[src/rtl/core/sdoc_pkg.sv]
package sdoc_pkg;

  typedef enum logic [1:0] {
    FUNC_START_WR = 2'd0,
    FUNC_START_RD = 2'd1,
    FUNC_RX_FRAME = 2'd2,
    FUNC_TICK     = 2'd3
  } func_t;

  typedef enum logic [1:0] {
    KIND_SEND    = 2'd0,
    KIND_WR_DONE = 2'd1,
    KIND_RD_DONE = 2'd2,
    KIND_FAIL    = 2'd3
  } kind_t;

  localparam logic [1:0] CFG_NODE_ID       = 2'd0;
  localparam logic [1:0] CFG_MAX_ATTEMPTS  = 2'd1;
  localparam logic [1:0] CFG_TIMEOUT_TICKS = 2'd2;

  localparam logic [10:0] ID_TX_BASE = 11'h600;
  localparam logic [10:0] ID_RX_BASE = 11'h580;

  localparam logic [7:0] CMD_WRITE     = 8'h22;
  localparam logic [7:0] CMD_READ      = 8'h40;
  localparam logic [7:0] CMD_WRITE_ACK = 8'h60;
  localparam logic [7:0] CMD_READ_ACK4 = 8'h43;
  localparam logic [7:0] CMD_READ_ACK3 = 8'h47;
  localparam logic [7:0] CMD_READ_ACK2 = 8'h4B;
  localparam logic [7:0] CMD_READ_ACK1 = 8'h4F;

  typedef struct packed {
    logic [6:0] node_id;
    logic [3:0] max_attempts;
    logic [7:0] timeout_ticks;
  } cfg_t;

  typedef struct packed {
    func_t        func;
    logic [15:0]  obj_index;
    logic [7:0]   obj_subindex;
    logic [31:0]  write_data;
    logic [10:0]  frame_id;
    logic [31:0]  frame_low;
    logic [31:0]  frame_high;
  } item_t;

  typedef struct packed {
    logic         busy;
    logic         is_read;
    logic [15:0]  obj_index;
    logic [7:0]   obj_subindex;
    logic [31:0]  data;
    logic [3:0]   attempts;
    logic [7:0]   waits;
  } state_t;

  typedef struct packed {
    kind_t        kind;
    logic [10:0]  tx_id;
    logic [31:0]  tx_low;
    logic [31:0]  tx_high;
    logic [31:0]  read_value;
  } result_t;

endpackage

[src/rtl/core/sdoc_step.sv]
module sdoc_step
  import sdoc_pkg::*;
(
  input  cfg_t    cfg,
  input  state_t  st,
  input  item_t   item,
  output state_t  st_nxt,
  output result_t res,
  output logic    res_vld
);

  logic [3:0]  lim_att;
  logic [7:0]  lim_tick;
  logic [7:0]  wait_inc;
  logic [7:0]  rx_cmd;
  logic        cmd_ok;
  logic        obj_ok;
  logic        id_ok;
  logic        do_send;
  logic        do_retry;

  // zero limits behave as one
  assign lim_att  = (cfg.max_attempts == 4'd0) ? 4'd1 : cfg.max_attempts;
  assign lim_tick = (cfg.timeout_ticks == 8'd0) ? 8'd1 : cfg.timeout_ticks;
  assign wait_inc = st.waits + 8'd1;

  assign rx_cmd = item.frame_low[7:0];
  assign obj_ok = (item.frame_low[23:8] == st.obj_index) &&
                  (item.frame_low[31:24] == st.obj_subindex);
  assign id_ok  = (item.frame_id == (ID_RX_BASE + {4'd0, cfg.node_id}));
  assign cmd_ok = st.is_read ?
                  ((rx_cmd == CMD_READ_ACK4) || (rx_cmd == CMD_READ_ACK3) ||
                   (rx_cmd == CMD_READ_ACK2) || (rx_cmd == CMD_READ_ACK1)) :
                  (rx_cmd == CMD_WRITE_ACK);

  always_comb begin
    st_nxt   = st;
    res      = '0;
    res_vld  = 1'b0;
    do_send  = 1'b0;
    do_retry = 1'b0;

    unique case (item.func) inside
      FUNC_START_WR, FUNC_START_RD: begin
        // a start while busy simply replaces the running transfer
        st_nxt.busy         = 1'b1;
        st_nxt.is_read      = (item.func == FUNC_START_RD);
        st_nxt.obj_index    = item.obj_index;
        st_nxt.obj_subindex = item.obj_subindex;
        st_nxt.data         = (item.func == FUNC_START_RD) ? 32'd0 : item.write_data;
        st_nxt.attempts     = 4'd1;
        do_send             = 1'b1;
      end
      FUNC_TICK: begin
        if (st.busy) begin
          st_nxt.waits = wait_inc;
          if (wait_inc >= lim_tick) begin
            do_retry = 1'b1;
          end
        end
      end
      FUNC_RX_FRAME: begin
        if (st.busy) begin
          if (id_ok && cmd_ok && obj_ok) begin
            st_nxt.busy  = 1'b0;
            st_nxt.waits = 8'd0;
            res_vld      = 1'b1;
            if (st.is_read) begin
              res.kind       = KIND_RD_DONE;
              res.read_value = item.frame_high;
            end else begin
              res.kind = KIND_WR_DONE;
            end
          end else begin
            do_retry = 1'b1;
          end
        end
      end
      default: ;
    endcase

    if (do_retry) begin
      if (st.attempts < lim_att) begin
        st_nxt.attempts = st.attempts + 4'd1;
        do_send         = 1'b1;
      end else begin
        st_nxt.busy  = 1'b0;
        st_nxt.waits = 8'd0;
        res_vld      = 1'b1;
        res.kind     = KIND_FAIL;
      end
    end

    if (do_send) begin
      st_nxt.waits = 8'd0;
      res_vld      = 1'b1;
      res.kind     = KIND_SEND;
      res.tx_id    = ID_TX_BASE + {4'd0, cfg.node_id};
      res.tx_low   = {st_nxt.obj_subindex, st_nxt.obj_index,
                      (st_nxt.is_read ? CMD_READ : CMD_WRITE)};
      res.tx_high  = st_nxt.is_read ? 32'd0 : st_nxt.data;
    end
  end

endmodule

[src/rtl/core/sdo_expedited_client.sv]
// an accepted input beat waits in the input register until the result register can take its result
// throughput: one input beat per cycle while the result side does not stall; the transfer state updates in one pass
// an input register and a result register separate the two channels
// synchronous active-low reset: idle, no transfer, node 1, 5 attempts, 5 ticks
module sdo_expedited_client
  import sdoc_pkg::*;
(
  input  logic        clk,
  input  logic        rst_n,

  input  logic        cfg_we,
  input  logic [1:0]  cfg_index,
  input  logic [7:0]  cfg_wdata,

  input  logic        in_valid,
  output logic        in_ready,
  input  logic [1:0]  in_func,
  input  logic [15:0] in_obj_index,
  input  logic [7:0]  in_obj_subindex,
  input  logic [31:0] in_write_data,
  input  logic [10:0] in_frame_id,
  input  logic [31:0] in_frame_low,
  input  logic [31:0] in_frame_high,

  output logic        out_valid,
  input  logic        out_ready,
  output logic [1:0]  out_kind,
  output logic [10:0] out_tx_id,
  output logic [31:0] out_tx_low,
  output logic [31:0] out_tx_high,
  output logic [31:0] out_read_value
);

  cfg_t    cfg_r;
  item_t   item_r;
  logic    stg_vld_r;
  state_t  st_r;
  state_t  st_nxt;
  result_t res_nxt;
  logic    res_vld;
  result_t out_r;
  logic    out_vld_r;
  logic    adv;

  assign adv      = stg_vld_r && (!out_vld_r || out_ready);
  assign in_ready = !stg_vld_r || adv;

  always_ff @(posedge clk) begin
    if (!rst_n) begin
      cfg_r.node_id       <= 7'd1;
      cfg_r.max_attempts  <= 4'd5;
      cfg_r.timeout_ticks <= 8'd5;
    end else if (cfg_we) begin
      unique case (cfg_index)
        CFG_NODE_ID:       cfg_r.node_id       <= cfg_wdata[6:0];
        CFG_MAX_ATTEMPTS:  cfg_r.max_attempts  <= cfg_wdata[3:0];
        CFG_TIMEOUT_TICKS: cfg_r.timeout_ticks <= cfg_wdata;
        default: ;
      endcase
    end
  end

  // input register
  always_ff @(posedge clk) begin
    if (!rst_n) begin
      stg_vld_r <= 1'b0;
    end else if (in_ready) begin
      stg_vld_r <= in_valid;
    end
  end

  always_ff @(posedge clk) begin
    if (in_ready && in_valid) begin
      item_r.func         <= func_t'(in_func);
      item_r.obj_index    <= in_obj_index;
      item_r.obj_subindex <= in_obj_subindex;
      item_r.write_data   <= in_write_data;
      item_r.frame_id     <= in_frame_id;
      item_r.frame_low    <= in_frame_low;
      item_r.frame_high   <= in_frame_high;
    end
  end

  sdoc_step u_step (
    .cfg     (cfg_r),
    .st      (st_r),
    .item    (item_r),
    .st_nxt  (st_nxt),
    .res     (res_nxt),
    .res_vld (res_vld)
  );

  always_ff @(posedge clk) begin
    if (!rst_n) begin
      st_r <= '0;
    end else if (adv) begin
      st_r <= st_nxt;
    end
  end

  // result register
  always_ff @(posedge clk) begin
    if (!rst_n) begin
      out_vld_r <= 1'b0;
    end else if (adv && res_vld) begin
      out_vld_r <= 1'b1;
    end else if (out_ready) begin
      out_vld_r <= 1'b0;
    end
  end

  always_ff @(posedge clk) begin
    if (adv && res_vld) begin
      out_r <= res_nxt;
    end
  end

  assign out_valid      = out_vld_r;
  assign out_kind       = out_r.kind;
  assign out_tx_id      = out_r.tx_id;
  assign out_tx_low     = out_r.tx_low;
  assign out_tx_high    = out_r.tx_high;
  assign out_read_value = out_r.read_value;

endmodule

[config.mk]
export PLATFORM = sky130hd
export DESIGN_NAME = sdo_expedited_client
export DESIGN_NICKNAME = d
export VERILOG_FILES = /design/src/rtl/core/sdoc_pkg.sv /design/src/rtl/core/sdoc_step.sv /design/src/rtl/core/sdo_expedited_client.sv
export SDC_FILE = /design/constraint.sdc
export NUM_CORES = 1
export LEC_CHECK = 0
export BUFFER_PORTS_ARGS = -buffer_cell sky130_fd_sc_hd__buf_2
export CORE_MARGIN = 2
export CORE_UTILIZATION = 30
export CTS_BUF_LIST = sky130_fd_sc_hd__clkbuf_16
export DETAILED_ROUTE_END_ITERATION = 10
export GPL_TIMING_DRIVEN = 0
export PLACE_DENSITY = 0.59
export SLEW_MARGIN = 20
export SYNTH_ARGS = -nofsm -noshare
export SYNTH_HDL_FRONTEND = slang
export SYNTH_SLANG_ARGS = --single-unit
export TNS_END_PERCENT = 10
[constraint.sdc]
create_clock -name clk -period 8.55 [get_ports clk]
set_input_delay 0.4275 -clock clk [delete_from_list [all_inputs] [get_ports clk]]
set_output_delay 0.4275 -clock clk [all_outputs]
set_load 0.1 [all_outputs]
==> impl_metrics.py, run 1 <==
metrics = {
    "status": {
        "status": "complete, no violations",
    },
    "cells_and_area": {
        "num_antenna_cells": 0,
        "num-fill-cells": 4054,
        "finish.cell_count_without_fillers": 1851,
        "layout-drive-gt1-share_pct": 28.66,
        "final_nets": 1445,
        "areaGrowthSynthToFinish_pct": 26.80,
    },
    "synth": {
        "ys_ff_latch": 324,
        "synth.avg_cell_area_um2": 13.07,
        "top_reg_cell_synth": "sky130_fd_sc_hd__edfxtp_1",
        "yosysWarnings": 0,
        "synthesis.area_mm2": 0.01282,
        "synth-edff-count": 233,
        "synth.distinct_cells": 56,
        "synthesis.instances": 981,
        "yosysSeqAreaShare_pct": 68.77,
        "ys_async_sr_fraction_pct": 0,
    },
    "floorplan": {
        "die_width_um": 210.7,
        "die-height_um": 210.7,
        "ioPinCount": 259,
        "core_area_mm2": 0.04204,
        "rows": 75,
        "floorplan.die_area_mm2": 0.04441,
        "initial_utilization_pct": 30.50,
    },
    "critical_path": {
        "r2r-end": "out_read_value[15]",
        "critical_path_arrival_ns": 4.28,
        "timing.critical_path.fanout_max": 20,
        "required_ns": 8.83,
        "reg2reg_slack_ns": 4.56,
        "critical_path.reg2reg.startpoint": "st_r[0]",
        "crit_path_class": "reg2reg",
        "cp-end-kind": "flip-flop",
        "reg2regPathDepth": 12,
        "timing.critical_path.from_type": "flip-flop",
    },
    "timing": {
        "final_max_slew_viol_count": 0,
        "hold_viol": 0,
        "max_slew.worst_pin.slew_ns": 0.9766,
        "fmax_mhz": 250.5,
        "layout_worst_path_cycle_share_pct": 46.68,
        "finalWorstPathRequiredPeriod_ns": 3.991,
        "setup_violations": 0,
        "worst_skew_ns": 0.02062,
        "slew_headroom_pct": 34.29,
        "setup_repair_after_global_routing_missed_its_margin": "no",
    },
    "cts": {
        "ctsResizeCount": 0,
        "cts.hold.buffers_added": 0,
        "clock_buffer_depth": 3,
        "post_cts_buffers": 0,
        "clkSlewWorstSetupHoldPaths_ns": 0.06,
        "clkLatencyLatePin_ns": 0.54,
        "cts_num_sinks": 324,
        "tritoncts": "built",
        "clk_root_buffer_cell": "sky130_fd_sc_hd__clkbuf_16",
        "cts.htree.levels": 2,
        "tritoncts.num_buffers": 37,
    },
    "grt": {
        "globalRouteOverflowTotal": 0,
        "largest_net_degree_at_the_start_of_global_routing": 59,
        "first_global_vias": 8868,
        "aggregate_global_route_resource_usage_pct": 15.37,
        "grt_first_pass_wirelength_um": 51610,
        "antenna_found_initial": 1,
    },
    "power_and_ir_drop": {
        "p_clk_share_pct": 43.7,
        "internal-power_mw": 2.893,
        "power_frac_seq_pct": 46.3,
        "max-vdd-ir-drop_uv": 128.1,
        "net_load_switching_power_mw": 0.9720,
        "leakage_nw": 5.831,
        "power_density_mw_per_mm2": 237.7,
        "netSwitchingFraction_pct": 25.15,
        "p_comb_share_pct": 10.0,
        "overall_power_after_layout_mw": 3.865,
    },
    "route": {
        "drcViolationCount": 0,
        "post_drt_wl_per_cell_um": 18.77,
        "routed_via_density": 4.739,
        "detailedRoute.firstPassIterationCount": 5,
        "num_vias": 8771,
        "final_antenna_net_count": 0,
        "routed_wl_um": 34740,
        "drt_first_iter_violations": 444,
    },
    "placement": {
        "routability_congestion": 0.7979,
        "detailedPlacementHpwl_um": 24830,
        "io_buffer_count": 251,
        "place.detailed.instances": 1784,
    },
    "hold_path": {
        "worstHoldPathType": "in2reg",
        "hold_path.startpoint": "in_obj_index[9]",
        "min_path_cells": 1,
        "min_to": "item_r[124]",
    },
    "flow_run": {
        "max-cap-violations": 0,
    },
}
[final cells by class]
type | instances | area, µm² | area share (%)
clock buffer | 39 | 975.9 | 6.003
timing repair buffer | 258 | 1434 | 8.819
clock inverter | 28 | 319.1 | 1.962
tap | 539 | 674.4 | 4.148
sequential | 324 | 8818 | 54.24
buffer | 68 | 326.6 | 2.009
inverter | 13 | 48.80 | 0.3001
multi-input combinational | 582 | 3661 | 22.52
[logic make-up (layout without fill, tap and decap cells)]
logic type      after synthesis  after routing  share of synthesized area, %
simple gates                300            300                         12.66
other cells                   1              7                       0.02925
xor+xnor                     37             37                         2.527
fa+ha+maj                    13             13                         1.269
buf+inv                      81            406                         2.927
mux                          18             18                         1.415
flops                       324            324                         68.77
compound gates              207            207                         10.40
[power groups by stage]
stage | Sequential (mW) | Combinational [mW] | Clock (mW)
6_report | 1.79 | 0.386 | 1.69
5_1_grt | 1.79 | 0.412 | 1.80
4_1_cts | 1.79 | 0.391 | 1.74
3_5_place_dp | 1.82 | 0.390 | 0
3_3_place_gp | 1.83 | 0.376 | 0
2_1_floorplan | 1.96 | 0.133 | 0
[routing by layer]
layer	global-route usage, %	vias up	part of all wire [%]
met2	25.13	292	48
met3	3.776	58	6.4
met4	5.440	2	2.4
li1	-	4196	-
met1	19.88	4223	44
met5	0	-	0.037
[worst max-delay path, stage by stage (launching register included)]
cell and delay, ns:
sky130_fd_sc_hd__dfxtp_1 0.42, sky130_fd_sc_hd__and3_1 0.26, sky130_fd_sc_hd__and3_1 0.25, sky130_fd_sc_hd__nand3_1 0.11, sky130_fd_sc_hd__xnor2_1 0.23, sky130_fd_sc_hd__ha_1 0.28
sky130_fd_sc_hd__and2_1 0.17, sky130_fd_sc_hd__a221oi_1 0.34, sky130_fd_sc_hd__o211ai_1 0.18, sky130_fd_sc_hd__a21oi_1 0.74, sky130_fd_sc_hd__nor2_4 0.29, sky130_fd_sc_hd__buf_12 0.26
sky130_fd_sc_hd__buf_16 0.17
[through the flow]
stage | util [%] | hold slack [ns] | area, µm² | setup WS (ns) | setup TNS, ns
2_1_floorplan | - | 0.4367 | 12840 | 1.751 | 0
3_3_place_gp | 35.15 | 0.4420 | 14780 | -1.543 | -154.74
3_5_place_dp | 35.59 | 0.4476 | 14960 | 4.581 | 0
4_1_cts | 38.67 | 0.01780 | 16260 | 4.549 | 0
5_1_grt | 38.67 | 0.03133 | 16260 | 4.155 | 0
6_report | 38.67 | 0.05299 | 16260 | 4.559 | 0
[sequential cells by signal, summed over array words and instances (netlist names)]
register,cells
stg_vld_r,1
out_valid,1
out_tx_id,8
out_kind,2
out_tx_high,32
cfg_r,19
out_read_value,32
out_tx_low,26
item_r,133
st_r,70
[worst max path at each step]
stage	end	slack [ns]	start
2_1_floorplan	out_kind[0]	1.75	st_r[0]
3_3_place_gp	out_read_value[14]	-1.54	st_r[0]
3_5_place_dp	out_read_value[15]	4.58	st_r[0]
4_1_cts	out_read_value[15]	4.55	st_r[0]
5_1_grt	out_read_value[12]	4.15	st_r[0]
6_report	out_read_value[15]	4.56	st_r[0]
[cells in the final DEF, fill, tap and decap left out, drive strengths merged, types with 14 or more instances in the layout]
cell type | Yosys | layout
o21ai | 15 | 15
xnor2 | 31 | 31
nand3b | 35 | 35
a22o | 25 | 25
clkbuf | 43 | 82
and2 | 35 | 35
nor2 | 32 | 32
clkinv | 1 | 14
edfxtp | 233 | 233
nand3 | 14 | 14
nand4 | 14 | 14
nor3b | 33 | 33
nand2 | 104 | 104
inv | 12 | 18
a21oi | 136 | 136
dfxtp | 91 | 91
mux2i | 17 | 17
buf | 25 | 283
[synth_stat cells, types with 4 or more instances]
master / instances / area share [%]
sky130_fd_sc_hd__nand3b_1: 35 / 2.0
sky130_fd_sc_hd__a211o_1: 4 / 0.27
sky130_fd_sc_hd__nand4_1: 14 / 0.68
sky130_fd_sc_hd__buf_1: 8 / 0.23
sky130_fd_sc_hd__xnor2_1: 31 / 2.1
sky130_fd_sc_hd__dfxtp_1: 91 / 14
sky130_fd_sc_hd__inv_1: 12 / 0.35
sky130_fd_sc_hd__nor3b_1: 33 / 1.9
sky130_fd_sc_hd__nor2b_1: 7 / 0.34
sky130_fd_sc_hd__a22o_1: 25 / 1.7
sky130_fd_sc_hd__a31oi_1: 6 / 0.29
sky130_fd_sc_hd__and2_1: 35 / 1.7
sky130_fd_sc_hd__nor2_1: 32 / 0.94
sky130_fd_sc_hd__xor2_1: 6 / 0.41
sky130_fd_sc_hd__buf_4: 11 / 0.64
sky130_fd_sc_hd__mux2i_1: 17 / 1.3
sky130_fd_sc_hd__a21oi_2: 29 / 2.0
sky130_fd_sc_hd__edfxtp_1: 233 / 55
sky130_fd_sc_hd__nand2_1: 104 / 3.0
sky130_fd_sc_hd__ha_1: 13 / 1.3
sky130_fd_sc_hd__a21oi_1: 107 / 4.2
sky130_fd_sc_hd__clkbuf_1: 40 / 1.2
sky130_fd_sc_hd__nand3_1: 14 / 0.55
sky130_fd_sc_hd__nor4_1: 6 / 0.29
sky130_fd_sc_hd__o21ai_0: 15 / 0.59
Note: power is estimated with default switching activity, not from simulation.
==> run 2: changes to the inputs <==
Clock period 8.55 ns to 4.1 ns, I/O delays scaled along.
==> run 2 against run 1 <==
  * Wire length up 3.6%
  * Worst setup slack worse by 4.3 ns
  * Die area unchanged
  * Via count up 6.9%
  * Critical endpoint is now out_tx_low[22]
==> impl_metrics.py, run 2 (synthesized netlist as in run 1, its figures left out) <==
metrics = {
    "critical_path": {
        "timing.critical_path.fanout_max": 10,
        "worst_path_max_delay_cell": "sky130_fd_sc_hd__nor3_2",
        "cp_top_family": "simple AND/OR/NAND/NOR gates",
        "critical_path_arrival_ns": 4.27,
        "worstPathCellList": "and3_1, and3_1, nand3_1, xnor2_1, ha_1, and2_1, o2111ai_1, o21a_1, o2111a_2, nor3_2, buf_2, a22o_1",
        "timing.critical_path.from_type": "flip-flop",
        "cp-end-kind": "flip-flop",
        "worst_path_largest_cell_delay_ns": 0.66,
        "required_ns": 4.52,
        "worst-path-buf-inv": 1,
        "crit_path_class": "reg2reg",
        "crit_top_cell": "sky130_fd_sc_hd__and3_1",
    },
    "route": {
        "detailedRoute.firstPassIterationCount": 6,
        "final_antenna_net_count": 0,
        "num_vias": 9380,
        "post_drt_wl_per_cell_um": 18.01,
        "drt_first_iter_violations": 527,
        "drcViolationCount": 0,
        "routed_via_density": 4.692,
        "routed_wl_um": 36000,
    },
    "grt": {
        "first_global_vias": 9896,
        "globalRouteOverflowTotal": 0,
        "antenna_found_initial": 2,
        "grt_first_pass_wirelength_um": 55630,
        "aggregate_global_route_resource_usage_pct": 16.35,
        "largest_net_degree_at_the_start_of_global_routing": 58,
    },
    "status": {
        "status": "complete, no violations",
    },
    "cts": {
        "cts.htree.levels": 2,
        "clkLatencyLatePin_ns": 0.56,
        "tritoncts": "built",
        "cts_num_sinks": 324,
        "post_cts_buffers": 0,
        "clk_root_buffer_cell": "sky130_fd_sc_hd__clkbuf_16",
        "clock_buffer_depth": 3,
        "tritoncts.num_buffers": 38,
        "clkSlewWorstSetupHoldPaths_ns": 0.06,
    },
    "hold_path": {
        "worstHoldPathType": "in2reg",
    },
    "cells_and_area": {
        "largest-register": "item_r",
        "final_nets": 1590,
        "areaGrowthSynthToFinish_pct": 36.86,
        "layout-drive-gt1-share_pct": 25.50,
        "final_cell_mix": "sky130_fd_sc_hd__buf_2, sky130_fd_sc_hd__edfxtp_1, sky130_fd_sc_hd__dlygate4sd3_1",
        "number_of_flip_flops_under_the_largest_register_name": 133,
        "largestRegisters": "item_r x133, st_r x70",
        "finish.cell_count_without_fillers": 1999,
        "mostFrequentLayoutCell": "sky130_fd_sc_hd__buf_2",
    },
    "power_and_ir_drop": {
        "leakage_nw": 6.339,
        "overall_power_after_layout_mw": 7.741,
        "power_density_mw_per_mm2": 441.1,
        "max-vdd-ir-drop_uv": 348.1,
    },
    "timing": {
        "setup_repair_after_global_routing_missed_its_margin": "no",
        "slew_headroom_pct": 46.73,
        "final_max_slew_viol_count": 0,
        "hold_viol": 0,
        "max_slew.worst_pin.slew_ns": 0.7947,
        "finalWorstPathRequiredPeriod_ns": 3.848,
        "layout_worst_path_cycle_share_pct": 93.85,
        "fmax_mhz": 259.9,
        "setup_violations": 0,
        "worst_skew_ns": 0.03023,
    },
    "placement": {
        "routability_congestion": 0.7949,
        "detailedPlacementHpwl_um": 24720,
        "io_buffer_count": 251,
        "place.detailed.instances": 1784,
    },
    "floorplan": {
        "rows": 75,
        "initial_utilization_pct": 30.50,
        "die_width_um": 210.7,
        "die-height_um": 210.7,
        "floorplan.die_area_mm2": 0.04441,
        "core_area_mm2": 0.04204,
        "ioPinCount": 259,
    },
    "flow_run": {
        "max-cap-violations": 0,
    },
}
run 2: cell types whose count changed in the layout (fill, tap and decap cells not counted), sizes merged:
cell and change:
diode +1, clkinvlp +4, bufinv -7, dlygate4sd3 +144
inv +1, clkbuf -1, clkinv +6
run 2: worst reg2reg max path: stages (launching register included):
cell and delay [ns]:
sky130_fd_sc_hd__dfxtp_1 0.41, sky130_fd_sc_hd__and3_1 0.27, sky130_fd_sc_hd__and3_1 0.28, sky130_fd_sc_hd__nand3_1 0.13
sky130_fd_sc_hd__xnor2_1 0.18, sky130_fd_sc_hd__ha_1 0.32, sky130_fd_sc_hd__and2_1 0.15, sky130_fd_sc_hd__o2111ai_1 0.15
sky130_fd_sc_hd__o21a_1 0.28, sky130_fd_sc_hd__o2111a_2 0.33, sky130_fd_sc_hd__nor3_2 0.66, sky130_fd_sc_hd__buf_2 0.40
sky130_fd_sc_hd__a22o_1 0.19
run 2: area by class of cell:
class	instances	area, µm²
Clock inverter	32	178.9
Buffer	68	326.6
Clock buffer	38	950.9
Timing Repair Buffer	402	2875
Antenna cell	1	2.502
Multi-Input combinational cell	582	3672
Inverter	13	48.80
Tap cell	539	674.4
Sequential cell	324	8818
Fill cell	3918	24490
run 2: path summary, 6_finish.rpt:
path	endpoint	slack, ns	from	depth (start not counted)
max	out_tx_low[22]	0.25	st_r[0]	12
max reg2reg	out_tx_low[22]	0.25	st_r[0]	12
min	cfg_r[8]	0.22	cfg_we	4
min reg2reg	st_r[14]	0.45	st_r[14]	2
run 2: per-layer routing:
layer | share of wire (%) | vias up | GRT usage [%] | routed length, µm
met5 | 0 | - | 0 | 0
met4 | 2.3 | 0 | 5.464 | 839
met3 | 6.1 | 52 | 3.821 | 2190
met2 | 48 | 292 | 28.08 | 17390
met1 | 43 | 4540 | 20.24 | 15590
li1 | - | 4496 | - | -
run 2: timing repair:
| action | CTS | global route |
|---|---|---|
| hold endpoints to repair | 157 | 0 |
| endpoints found under the setup margin | 43 | 43 |
| resized for setup | 1 | 1 |
| hold buffers | 144 | 0 |
run 2: metrics by stage:
| stage | worst slack, ns | TNS, ns | instance area [µm²] | hold slack [ns] | utilization, % |
|---|---|---|---|---|---|
| after global placement | -1.193 | -119.52 | 14780 | 0.3813 | 35.17 |
| final | 0.2522 | 0 | 17550 | 0.2219 | 41.74 |
| after floorplan | 0.1184 | 0 | 12850 | 0.3039 | - |
| after detailed placement | -0.03901 | -1.414 | 14960 | 0.3831 | 35.59 |
| after CTS | 0.2151 | 0 | 17540 | 0.1969 | 41.72 |
| after global routing | 0.009642 | 0 | 17550 | 0.2577 | 41.74 |
run 2: where the power goes:
group / internal, mW / total, mW / leakage [nW] / switching (mW)
clock: 1.70 / 3.09 / 0.559 / 1.39
sequential: 3.66 / 3.73 / 2.90 / 0.0665
combinational: 0.290 / 0.920 / 2.88 / 0.629
